`config.mk`:
```
export PLATFORM = sky130hd
export DESIGN_NAME = nested_interval_self_time_core
export DESIGN_NICKNAME = d
export VERILOG_FILES = /design/src/design/nist_pkg.sv /design/src/design/nist_alu.sv /design/src/design/nist_stack.sv /design/src/design/nested_interval_self_time_core.sv
export SDC_FILE = /design/constraint.sdc
export NUM_CORES = 2
export LEC_CHECK = 0
export BUFFER_PORTS_ARGS = -buffer_cell sky130_fd_sc_hd__buf_2
export CELL_PAD_IN_SITES_DETAIL_PLACEMENT = 0
export CELL_PAD_IN_SITES_GLOBAL_PLACEMENT = 1
export CORE_MARGIN = 5
export CORE_UTILIZATION = 55
export DETAILED_ROUTE_END_ITERATION = 10
export PLACE_DENSITY_LB_ADDON = 0.1
export SLEW_MARGIN = 25
export SYNTH_ARGS = -nofsm -noshare
export SYNTH_HDL_FRONTEND = slang
export SYNTH_SLANG_ARGS = --single-unit
```
`constraint.sdc`:
```
create_clock -name clk_i -period 15.61 [get_ports clk_i]
set_input_delay 2.3415 -clock clk_i [delete_from_list [all_inputs] [get_ports clk_i]]
set_output_delay 2.3415 -clock clk_i [all_outputs]
set_load 0.05 [all_outputs]
```
`src/design/nist_pkg.sv`:
```
// ----------------------------------------------------------------------------
// nist_pkg: shared constants and types for the nested interval self time core
// Stack sizing, field widths and the stack control bundle.
// ----------------------------------------------------------------------------
package nist_pkg;

  localparam int STACK_DEPTH = 16;
  localparam int TAG_BITS    = 16;
  localparam int TIME_W      = 64;
  localparam int OUT_TAG_W   = 16;
  localparam int IN_TAG_W    = 16;

  localparam int PTR_W   = (STACK_DEPTH > 1) ? $clog2(STACK_DEPTH) : 1;
  localparam int DEPTH_W = $clog2(STACK_DEPTH + 1);

  localparam logic FUNC_ADD   = 1'b0;
  localparam logic FUNC_FLUSH = 1'b1;

  typedef struct packed {
    logic push;
    logic pop;
    logic wr_self;
  } stk_ctrl_t;

endpackage

```
`src/design/nist_alu.sv`:
```
// ----------------------------------------------------------------------------
// nist_alu: shared 64-bit add/subtract unit
// Gives the sum or difference and the carry out; on a subtract the carry is
// set when a >= b.
// ----------------------------------------------------------------------------
module nist_alu
  import nist_pkg::*;
(
  input  logic [TIME_W-1:0] a_i,
  input  logic [TIME_W-1:0] b_i,
  input  logic              sub_i,
  output logic [TIME_W-1:0] res_o,
  output logic              carry_o
);

  logic [TIME_W:0] sum;

  assign sum     = {1'b0, a_i} + {1'b0, b_i ^ {TIME_W{sub_i}}} + {{TIME_W{1'b0}}, sub_i};
  assign res_o   = sum[TIME_W-1:0];
  assign carry_o = sum[TIME_W];

endmodule

```
`src/design/nist_stack.sv`:
```
// ----------------------------------------------------------------------------
// nist_stack: stack of open intervals
// Holds start, end, self time and tag per entry and exposes the top entry.
// ----------------------------------------------------------------------------
module nist_stack
  import nist_pkg::*;
(
  input  logic                clk_i,
  input  logic                rst_ni,
  input  stk_ctrl_t           ctrl_i,
  input  logic [TIME_W-1:0]   push_start_i,
  input  logic [TIME_W-1:0]   push_end_i,
  input  logic [TIME_W-1:0]   push_self_i,
  input  logic [TAG_BITS-1:0] push_tag_i,
  input  logic [TIME_W-1:0]   wr_self_i,
  output logic [TIME_W-1:0]   top_start_o,
  output logic [TIME_W-1:0]   top_end_o,
  output logic [TIME_W-1:0]   top_self_o,
  output logic [TAG_BITS-1:0] top_tag_o,
  output logic [DEPTH_W-1:0]  depth_o
);

  logic [TIME_W-1:0]   start_mem [STACK_DEPTH];
  logic [TIME_W-1:0]   end_mem   [STACK_DEPTH];
  logic [TIME_W-1:0]   self_mem  [STACK_DEPTH];
  logic [TAG_BITS-1:0] tag_mem   [STACK_DEPTH];

  logic [DEPTH_W-1:0] depth_q, depth_d;
  logic [DEPTH_W-1:0] top_full;
  logic [PTR_W-1:0]   top_idx;
  logic [PTR_W-1:0]   push_idx;

  assign top_full = depth_q - DEPTH_W'(1);
  assign top_idx  = top_full[PTR_W-1:0];
  assign push_idx = depth_q[PTR_W-1:0];

  always_comb begin
    depth_d = depth_q;
    if (ctrl_i.push) begin
      depth_d = depth_q + DEPTH_W'(1);
    end else if (ctrl_i.pop) begin
      depth_d = depth_q - DEPTH_W'(1);
    end
  end

  always_ff @(posedge clk_i or negedge rst_ni) begin
    if (!rst_ni) begin
      depth_q <= '0;
    end else begin
      depth_q <= depth_d;
    end
  end

  always_ff @(posedge clk_i) begin
    if (ctrl_i.push) begin
      start_mem[push_idx] <= push_start_i;
      end_mem[push_idx]   <= push_end_i;
      self_mem[push_idx]  <= push_self_i;
      tag_mem[push_idx]   <= push_tag_i;
    end else if (ctrl_i.wr_self) begin
      self_mem[top_idx] <= wr_self_i;
    end
  end

  assign top_start_o = start_mem[top_idx];
  assign top_end_o   = end_mem[top_idx];
  assign top_self_o  = self_mem[top_idx];
  assign top_tag_o   = tag_mem[top_idx];
  assign depth_o     = depth_q;

endmodule

```
`src/design/nested_interval_self_time_core.sv`:
```
// ----------------------------------------------------------------------------
// nested_interval_self_time_core: self time of nested timed intervals
// Keeps a stack of open intervals and emits each finished one with its
// self time after the durations of its direct children are taken off.
// ----------------------------------------------------------------------------
// Usage: items enter on the in_* valid/ready channel, one at a time; in_ready_o
// is high only while the sequencer is idle. An add event pops every open
// interval that does not enclose it, then is emitted (zero length), pushed,
// or emitted with out_overflow_o set when the stack is full. A flush pops the
// whole stack, top first. Results leave on the out_* valid/ready channel;
// last_o marks the final result of an item.
// Timing: one 64-bit adder serves the end-time sum, the three enclosure
// compares and the self time deduction, each in a state of its own.
// A result is held in a pending register so that its last flag is known;
// while the output register is not taken, the sequencer waits at the next
// result it produces.
// Reset empties the stack and drops any result in flight; the stack storage
// itself is not cleared and needs no clearing pass.
// ----------------------------------------------------------------------------
module nested_interval_self_time_core
  import nist_pkg::*;
(
  input  logic                 clk_i,
  input  logic                 rst_ni,
  input  logic                 in_valid_i,
  output logic                 in_ready_o,
  input  logic                 func_i,
  input  logic [TIME_W-1:0]    start_time_i,
  input  logic [TIME_W-1:0]    length_i,
  input  logic [TIME_W-1:0]    initial_self_time_i,
  input  logic [IN_TAG_W-1:0]  event_tag_i,
  output logic                 out_valid_o,
  input  logic                 out_ready_i,
  output logic [OUT_TAG_W-1:0] out_tag_o,
  output logic [TIME_W-1:0]    out_self_time_o,
  output logic                 out_overflow_o,
  output logic                 last_o
);

  localparam logic [3:0] S_IDLE  = 4'd0;
  localparam logic [3:0] S_END   = 4'd1;
  localparam logic [3:0] S_CHK   = 4'd2;
  localparam logic [3:0] S_C1    = 4'd3;
  localparam logic [3:0] S_C2    = 4'd4;
  localparam logic [3:0] S_C3    = 4'd5;
  localparam logic [3:0] S_POP   = 4'd6;
  localparam logic [3:0] S_PLACE = 4'd7;
  localparam logic [3:0] S_DED   = 4'd8;
  localparam logic [3:0] S_PUSH  = 4'd9;
  localparam logic [3:0] S_FIN   = 4'd10;

  logic [3:0] state_q, state_d;

  logic                func_q;
  logic [TIME_W-1:0]   start_q, len_q, self_q, end_q;
  logic [TAG_BITS-1:0] tag_q;

  logic [TIME_W-1:0]   top_start, top_end, top_self;
  logic [TAG_BITS-1:0] top_tag;
  logic [DEPTH_W-1:0]  depth;
  stk_ctrl_t           stk_ctrl;
  logic [TIME_W-1:0]   wr_self;

  logic [TIME_W-1:0] alu_a, alu_b, alu_res;
  logic              alu_sub, alu_carry;

  logic                pend_valid_q;
  logic [TAG_BITS-1:0] pend_tag_q;
  logic [TIME_W-1:0]   pend_self_q;
  logic                pend_ovf_q;

  logic                 out_valid_q;
  logic [OUT_TAG_W-1:0] out_tag_q;
  logic [TIME_W-1:0]    out_self_q;
  logic                 out_ovf_q;
  logic                 out_last_q;

  logic                emit_req, emit_ok, emit_fire, fin_move, out_free;
  logic [TAG_BITS-1:0] emit_tag;
  logic [TIME_W-1:0]   emit_self;
  logic                emit_ovf;
  logic                in_fire, stack_empty, stack_full;

  assign in_ready_o  = (state_q == S_IDLE);
  assign in_fire     = in_valid_i && in_ready_o;
  assign stack_empty = (depth == '0);
  assign stack_full  = (depth >= DEPTH_W'(STACK_DEPTH));
  assign out_free    = !out_valid_q || out_ready_i;
  assign emit_ok     = !pend_valid_q || out_free;
  assign emit_fire   = emit_req && emit_ok;
  assign fin_move    = (state_q == S_FIN) && pend_valid_q && out_free;

  nist_alu u_alu (
    .a_i     (alu_a),
    .b_i     (alu_b),
    .sub_i   (alu_sub),
    .res_o   (alu_res),
    .carry_o (alu_carry)
  );

  nist_stack u_stack (
    .clk_i        (clk_i),
    .rst_ni       (rst_ni),
    .ctrl_i       (stk_ctrl),
    .push_start_i (start_q),
    .push_end_i   (end_q),
    .push_self_i  (self_q),
    .push_tag_i   (tag_q),
    .wr_self_i    (wr_self),
    .top_start_o  (top_start),
    .top_end_o    (top_end),
    .top_self_o   (top_self),
    .top_tag_o    (top_tag),
    .depth_o      (depth)
  );

  // The deduction clamps at zero when the child is at least as long as the
  // parent's remaining self time.
  assign wr_self = alu_carry ? alu_res : '0;

  always_comb begin
    state_d   = state_q;
    alu_a     = start_q;
    alu_b     = len_q;
    alu_sub   = 1'b0;
    stk_ctrl  = '0;
    emit_req  = 1'b0;
    emit_tag  = tag_q;
    emit_self = self_q;
    emit_ovf  = 1'b0;
    case (state_q)
      S_IDLE: begin
        if (in_fire) begin
          state_d = (func_i == FUNC_FLUSH) ? S_CHK : S_END;
        end
      end
      S_END: begin
        state_d = S_CHK;
      end
      S_CHK: begin
        if (stack_empty) begin
          state_d = (func_q == FUNC_FLUSH) ? S_FIN : S_PLACE;
        end else begin
          state_d = (func_q == FUNC_FLUSH) ? S_POP : S_C1;
        end
      end
      S_C1: begin
        alu_a   = start_q;
        alu_b   = top_start;
        alu_sub = 1'b1;
        state_d = alu_carry ? S_C2 : S_POP;
      end
      S_C2: begin
        alu_a   = top_end;
        alu_b   = end_q;
        alu_sub = 1'b1;
        state_d = alu_carry ? S_C3 : S_POP;
      end
      S_C3: begin
        alu_a   = start_q;
        alu_b   = top_end;
        alu_sub = 1'b1;
        state_d = alu_carry ? S_POP : S_PLACE;
      end
      S_POP: begin
        emit_req  = 1'b1;
        emit_tag  = top_tag;
        emit_self = top_self;
        if (emit_ok) begin
          stk_ctrl.pop = 1'b1;
          state_d      = S_CHK;
        end
      end
      S_PLACE: begin
        if (len_q == '0) begin
          emit_req = 1'b1;
          if (emit_ok) begin
            state_d = S_FIN;
          end
        end else begin
          state_d = stack_empty ? S_PUSH : S_DED;
        end
      end
      S_DED: begin
        alu_a            = top_self;
        alu_b            = len_q;
        alu_sub          = 1'b1;
        stk_ctrl.wr_self = 1'b1;
        state_d          = S_PUSH;
      end
      S_PUSH: begin
        if (stack_full) begin
          emit_req = 1'b1;
          emit_ovf = 1'b1;
          if (emit_ok) begin
            state_d = S_FIN;
          end
        end else begin
          stk_ctrl.push = 1'b1;
          state_d       = S_FIN;
        end
      end
      S_FIN: begin
        if (!pend_valid_q || out_free) begin
          state_d = S_IDLE;
        end
      end
      default: begin
        state_d = S_IDLE;
      end
    endcase
  end

  always_ff @(posedge clk_i or negedge rst_ni) begin
    if (!rst_ni) begin
      state_q      <= S_IDLE;
      pend_valid_q <= 1'b0;
      out_valid_q  <= 1'b0;
    end else begin
      state_q <= state_d;
      if (emit_fire) begin
        pend_valid_q <= 1'b1;
      end else if (fin_move) begin
        pend_valid_q <= 1'b0;
      end
      if ((emit_fire && pend_valid_q) || fin_move) begin
        out_valid_q <= 1'b1;
      end else if (out_ready_i) begin
        out_valid_q <= 1'b0;
      end
    end
  end

  always_ff @(posedge clk_i) begin
    if (in_fire) begin
      func_q  <= func_i;
      start_q <= start_time_i;
      len_q   <= length_i;
      self_q  <= initial_self_time_i;
      tag_q   <= TAG_BITS'(event_tag_i);
    end
    if (state_q == S_END) begin
      // The end time saturates when the sum wraps.
      end_q <= alu_carry ? '1 : alu_res;
    end
    if (emit_fire) begin
      pend_tag_q  <= emit_tag;
      pend_self_q <= emit_self;
      pend_ovf_q  <= emit_ovf;
    end
    if ((emit_fire && pend_valid_q) || fin_move) begin
      out_tag_q  <= OUT_TAG_W'(pend_tag_q);
      out_self_q <= pend_self_q;
      out_ovf_q  <= pend_ovf_q;
      out_last_q <= fin_move;
    end
  end

  assign out_valid_o     = out_valid_q;
  assign out_tag_o       = out_tag_q;
  assign out_self_time_o = out_self_q;
  assign out_overflow_o  = out_ovf_q;
  assign last_o          = out_last_q;

`ifndef NO_ASSERTIONS
  a_idle_no_pending: assert property (@(posedge clk_i) disable iff (!rst_ni)
    in_ready_o |-> !pend_valid_q)
    else $error("held result left over while idle");

  a_depth_bound: assert property (@(posedge clk_i) disable iff (!rst_ni)
    depth <= DEPTH_W'(STACK_DEPTH))
    else $error("stack depth beyond capacity");

  a_no_push_full: assert property (@(posedge clk_i) disable iff (!rst_ni)
    stk_ctrl.push |-> !stack_full)
    else $error("push on a full stack");

  a_no_pop_empty: assert property (@(posedge clk_i) disable iff (!rst_ni)
    (stk_ctrl.pop || stk_ctrl.wr_self) |-> !stack_empty)
    else $error("stack top used while empty");
`endif

endmodule

```
-- Yosys cells after proc, flatten, opt, wreduce, memory -nomap -nowiden
Memory sizes are Yosys's and may differ from the RTL's.
Index checks and enable logic that the tools add are counted.
- register bits: 447
- RAM bits: 3328
- input port bits: 213
- output and inout port bits: 84
- word-level logic and storage cells: 102
- memories: 4
- memories (name ; depth ; width ; read ports ; clocked after memory_dff ; write ports ; line ; RTL):
    u_stack.end_mem ; 16 ; 64 ; 1 ; 0 ; 1 ; nist_stack.sv:24 ; logic [TIME_W-1:0] end_mem [STACK_DEPTH];
    u_stack.self_mem ; 16 ; 64 ; 1 ; 0 ; 1 ; nist_stack.sv:25 ; logic [TIME_W-1:0] self_mem [STACK_DEPTH];
    u_stack.start_mem ; 16 ; 64 ; 1 ; 0 ; 1 ; nist_stack.sv:23 ; logic [TIME_W-1:0] start_mem [STACK_DEPTH];
    u_stack.tag_mem ; 16 ; 16 ; 1 ; 0 ; 1 ; nist_stack.sv:26 ; logic [TAG_BITS-1:0] tag_mem [STACK_DEPTH];
- add/subtract/negate cells: 4
- $lt $le $gt $ge: 1
- eq/ne operators: 13
- mux-type cells: 43
- bitwise gates (word level): 1
- reductions and logical operators: 19
- operators with widths (cell ; number):
    2-to-1 mux 64 bit ; 3
    one-hot mux 64 bit (3 select lines) ; 1
    one-hot mux 64 bit (2 select lines) ; 1
    adder 64 x 64 -> 65 bit ; 1
    adder 65 x 1 -> 65 bit ; 1
    logical NOT 64 bit ; 1
    OR reduction 64 bit ; 1
    bitwise XOR 64 bit ; 1
    one-hot mux 4 bit (11 select lines) ; 1
    2-to-1 mux 4 bit ; 9
    2-to-1 mux 1 bit ; 20
    == test 4 x 3 -> 1 bit (second input constant) ; 4
    2-to-1 mux 16 bit ; 1
    == test 4 bit (second input constant) ; 3
    2-to-1 mux 5 bit ; 2
    == test 4 x 2 -> 1 bit (second input constant) ; 2
    2-to-1 mux 2 bit ; 3
    nonzero test 2 bit ; 3
    adder 5 x 1 -> 5 bit (second input constant) ; 1
    >= comparator 5 bit (second input constant) ; 1
    logical AND 1 bit ; 5
    logical NOT 5 bit ; 1
    subtractor 5 x 1 -> 5 bit (second input constant) ; 1
    == test 4 x 1 -> 1 bit (second input constant) ; 1
    9 further kinds ; 13

-- Logic depth before layout (Yosys ltp)
- depth in word-level cells: 8
- depth in mapped cells: 32

-- Modules after synthesis
A second synthesis with hierarchy kept.
- cell total of the unflattened synthesis: 7703
- area, all modules: 149407.0 sq um
- by module, submodules not included (module ; instances ; cells each ; area each (sq um) ; seq. area each (sq um)):
    nist_stack ; 1 ; 5662 ; 126576.4 ; 100061.0
    nested_interval_self_time_core ; 1 ; 1387 ; 18086.1 ; 13242.7
    nist_alu ; 1 ; 654 ; 4744.6 ; 0.0

-- Worst setup path before layout
OpenSTA, ideal clock, no wires.
- kind: register to register
- start: register u_stack.depth_q[0], in the netlist u_stack.depth_o[0]
- end: memory u_stack.end_mem[0][0], enable pin
- library setup time: 0.825 ns
- data arrival time: 11.739 ns
- required time: 14.785 ns
- path slack: 3.047 ns
- stages on the path, launching flop included: 11
- buffers on the path: 6
- period minus slack after synthesis: 12.563 ns
- path through: dfrtp_1 buf_6 buf_2 clkbuf_1 clkbuf_1 buf_1 inv_1 ha_1 buf_2 nand2_1 nor3_1
- word-level cells in the longest chain between the ends: 5
- ends and longest elaborated chain (element ; line ; RTL):
    start, declared ; nist_stack.sv:28 ; logic [DEPTH_W-1:0] depth_q, depth_d;
    start signal, assigned ; nist_stack.sv:50 ; depth_q <= depth_d;
    >= comparator 5 bit ; nested_interval_self_time_core.sv:87 ; assign stack_full = (depth >= DEPTH_W'(STACK_DEPTH));
    2-to-1 mux 1 bit ; nested_interval_self_time_core.sv:192 ; if (stack_full) begin
    2-to-1 mux 1 bit ; nested_interval_self_time_core.sv:131 ; case (state_q)
    2-to-1 mux 1 bit ; nist_stack.sv:55 ; if (ctrl_i.push) begin
    2-to-1 mux 1 bit (implied by the code) ; nist_stack.sv:57 ; end_mem[push_idx] <= push_end_i;
    end, declared ; nist_stack.sv:24 ;
Several ways; a longest one is shown, not always the timed one.

-- Final worst setup path
- start: register u_stack.depth_q[0], in the netlist u_stack.depth_o[0]
- end: memory u_stack.self_mem[12][61], data pin
- word-level cells in the longest chain between the ends: 8
- elaborated cells on any way between the ends: 17
- ends and longest elaborated chain (element ; line ; RTL):
    subtractor 5 x 1 -> 5 bit ; - ;
    memory read (16 x 64 bit), on equally long branches ; - ;
    one-hot mux 64 bit (3 select lines) ; nested_interval_self_time_core.sv:131 ;
    bitwise XOR 64 bit ; nist_alu.sv:18 ; assign sum = {1'b0, a_i} + {1'b0, b_i ^ {TIME_W{sub_i}}} + {{TIME_W{1'b0}}, sub_i};
    adder 64 x 64 -> 65 bit ; nist_alu.sv:18 ;
    adder 65 x 1 -> 65 bit ; nist_alu.sv:18 ;
    2-to-1 mux 64 bit ; nested_interval_self_time_core.sv:119 ; assign wr_self = alu_carry ? alu_res : '0;
    2-to-1 mux 64 bit (no source line) * ; - ;
    end, declared ; nist_stack.sv:25 ;
Mark *: on every way between the ends. The rest lies on a longest branch, timed or not.

==> results by group <==
Status
  • Status: finished clean

Floorplanning
  • IO Count: 297
  • Starting utilization of the core area: 55.10%
  • Core ar.: 0.2703 mm²
  • # rows: 191
  • DIE WIDTH: 530.4 µm
  • Die area: 0.2813 mm²
  • Die Ht: 530.4 µm

Synthesis
  • Synth cell types: 72
  • Yosys top cell by area: edfxtp_1
  • Synth Area per Inst: 19.25 µm²
  • Share of the synthesized area in the top cell type: 75.90%
  • Cells after Synth: 7,736
  • Main area contributors after synthesis: edfxtp_1 76%, mux4_2 13%, nand2_1 2.3%
  • Synthesized Nets: 8,018
  • Yosys warning total: 0
  • Top_reg_cell synth: edfxtp_1
  • Syn Std Cell Area: 0.1489 mm²
  • Top-count cell post-synth: edfxtp_1
  • EDFF count, synth: 3,764
  • Ys async rst share: 0.2914%
  • Top post-synthesis cells by count: 3,764 x edfxtp_1, 921 x nand2_1, 832 x mux4_2
  • Register area share after synthesis: 76.08%
  • Yosys reg bits: 3,775

CTS
  • CTS clk-pin slew, worst paths: 60 ps
  • CTS tree: done
  • Post-CTS Setup Bufs: 0
  • Hold-fix buffers at CTS: 0
  • Total clock buffers created by CTS: 382
  • Worst-Skew Late Latency: 940 ps
  • Post-cts repair resize count: 0
  • Clk buf depth: 4
  • Clock sinks: 3,775
  • Clock root buffer: clkbuf_16
  • H-tree lvl count: 5

Global routing
  • Initial antenna violation count: 24
  • Pin count of the biggest net entering global routing: 128
  • Vias in the first global route: 80,170
  • First-pass GRT wire length: 616,500 µm
  • Congestion Overflow GR: 0
  • GRT Overall Usage: 31.25%

Setup path
  • Crit Path Max Fanout: 51
  • Worst setup SP type: flip-flop
  • CP endpoint kind: flip-flop
  • CP arrival: 10,760 ps
  • Req. time, crit path: 16,200 ps
  • Critical path type: reg -> reg

Power and ir drop
  • PwrDens: 223.8 mW/mm²
  • Worst vdd ir: 0.0004721 V
  • P_leak: 0.05468 µW

Final layout
  • Layout cells sized above 1: 23.63%
  • Final nets: 8,441
  • Filler cell count: 18,980
  • Layout overhead on the synthesized area: 13.02%
  • Fin util: 62.27%

Routing
  • Via Count: 80,380
  • Final ANT Viol Nets: 0
  • 1st-iter DRT viols: 10,830
  • Routed wire per std cell: 36.46 µm
  • # DRC: 0
  • TritonRoute pass-1 iters: 6
  • Number of vias per cell: 6.663
  • Final WL: 439,800 µm

Place
  • IO buf count: 296
  • Post-DP HPWL: 250,800 µm
  • Pre-CTS setup slack: 5713 ps
  • GPL Wtd Cong: 0.9429

Timing
  • Final Critical Period: 10,170 ps
  • Fmax: 98.28 MHz
  • Clock skew: 49.21 ps
  • RSZ-0062 raised after global routing: no
  • Setup ws final: 5435 ps
  • Final setup vio count: 0
  • Setup TNS: 0 ps
  • Fin crit share: 65.18%
  • Final hold violations: 0
  • Slew headroom: 14.90%
  • Pins Over Slew Limit: 0
  • Worst-margin pin slew: 1265 ps

Min path
  • Worst hold path type: reg -> reg

Job
  • Max cap viols: 0
-- report_power, final --
part | switching (µW) | total (µW) | internal [µW]
Clock | 3880 | 9190 | 5300
Sequential | 771 | 13200 | 12500
Combinational | 10200 | 15300 | 5040
Total | 14900 | 37700 | 22800
-- placed cells by master (no fill, tap or decap), drive strengths merged, types with 8 or more instances in the layout --
cell type  count
a221oi        31
a21boi        41
xor2          20
a31oi        141
dfrtp         11
clkinv       171
o21ai        293
ha            68
o31ai         51
and3         136
o21a          10
a211oi       131
nand3        101
clkbuf       461
nand2        922
a21o          58
a22oi         63
diode         12
nor3          21
nand4         25
nor2          88
and2           9
a21oi         86
edfxtp      3764
xnor2        103
inv           43
clkinvlp      18
nor2b         18
bufinv        45
o21bai        17
nand2b        15
a222oi        37
nor4          24
mux4         832
mux2i          8
buf          519
a22o          30
-- layer usage --
| metal | GRT usage [%] | wire, µm | up-vias |
|---|---|---|---|
| met1 | 42.93 | 166100 | 42560 |
| met3 | 5.972 | 39840 | 833 |
| met5 | 0 | 107 | - |
| met4 | 13.65 | 23080 | 16 |
| met2 | 49.65 | 210700 | 4447 |
| li1 | - | - | 32530 |
-- worst max-delay path, cell delays in order (launching register included) --
cell and delay [ps]:
dfrtp_4 950, inv_1 330, ha_4 730, buf_4 700
buf_4 620, buf_4 720, mux4_2 400, nand2_1 100
a31oi_1 180, a21boi_0 630, ha_1 370, nand4_1 200
nor4_1 1060, buf_4 270, nand4b_1 420, a31oi_1 420
o21ai_0 160, a31oi_1 200, xnor2_1 270, o31ai_2 860
-- cells by family (layout without fill, tap and decap cells) --
group / after synthesis / in the layout / share of synthesized area, %
flip-flops: 3775 / 3775 / 76.08
AND/OR/NAND/NOR: 1378 / 1378 / 4.008
AO/OA/AOI/OAI: 1037 / 1037 / 4.646
multiplexers: 842 / 842 / 12.65
buffers and inverters: 512 / 1257 / 1.306
XOR/XNOR: 123 / 123 / 0.7234
adder cells (fa/ha/maj): 69 / 69 / 0.5847
other: 0 / 12 / 0
-- path summary, 6_finish.rpt --
check | start | end | slack (ps) | cells past startpoint
setup / recovery | u_stack.depth_o[0] | u_stack.self_mem[12][61] | 5440 | 19
hold / removal | pend_self_q[23] | out_self_time_o[23] | 410 | 0
setup reg to reg | u_stack.depth_o[0] | u_stack.self_mem[12][61] | 5440 | 19
hold reg to reg | pend_self_q[23] | out_self_time_o[23] | 410 | 0
max in group asynchronous | rst_ni | u_stack.depth_o[0] | 14010 | 1
min in group asynchronous | rst_ni | u_stack.depth_o[4] | 1310 | 1
-- per-stage QoR --
step / instance area [µm²] / power [µW] / std cells / hold WS [ps]
after floorplan: 148900 / 22120 / 7736 / 400.3
after global placement: 155500 / 28410 / 11340 / 401.6
after detailed placement: 155700 / 28550 / 11340 / 404.5
after CTS: 168200 / 37710 / 12050 / 413.1
after global routing: 168300 / 38970 / 12050 / 412.1
final: 168300 / 37680 / 12060 / 406.0
-- final cells by class --
class                           count  area [µm²]  area share, %
Clock inverter                    245        2605          1.548
Clock buffer                      461        9940          5.906
Timing Repair Buffer              519        3503          2.082
Inverter                           32       120.1        0.07137
Multi-Input combinational cell   3449       34340          20.40
Sequential cell                  3775      113300          67.32
Tap cell                         3570        4467          2.654
Antenna cell                       12       30.03        0.01784
-- flip-flops by register name, indices dropped and copies added, names as in the netlist, 4 cells and up --
register	flops
end_q	64
len_q	64
out_self_time_o	64
out_tag_o	16
pend_self_q	64
pend_tag_q	16
self_q	64
start_q	64
state_q	4
tag_q	16
u_stack.depth_o	5
u_stack.end_mem	1024
u_stack.self_mem	1024
u_stack.start_mem	1024
u_stack.tag_mem	256
(Power assumes the default switching activity.)
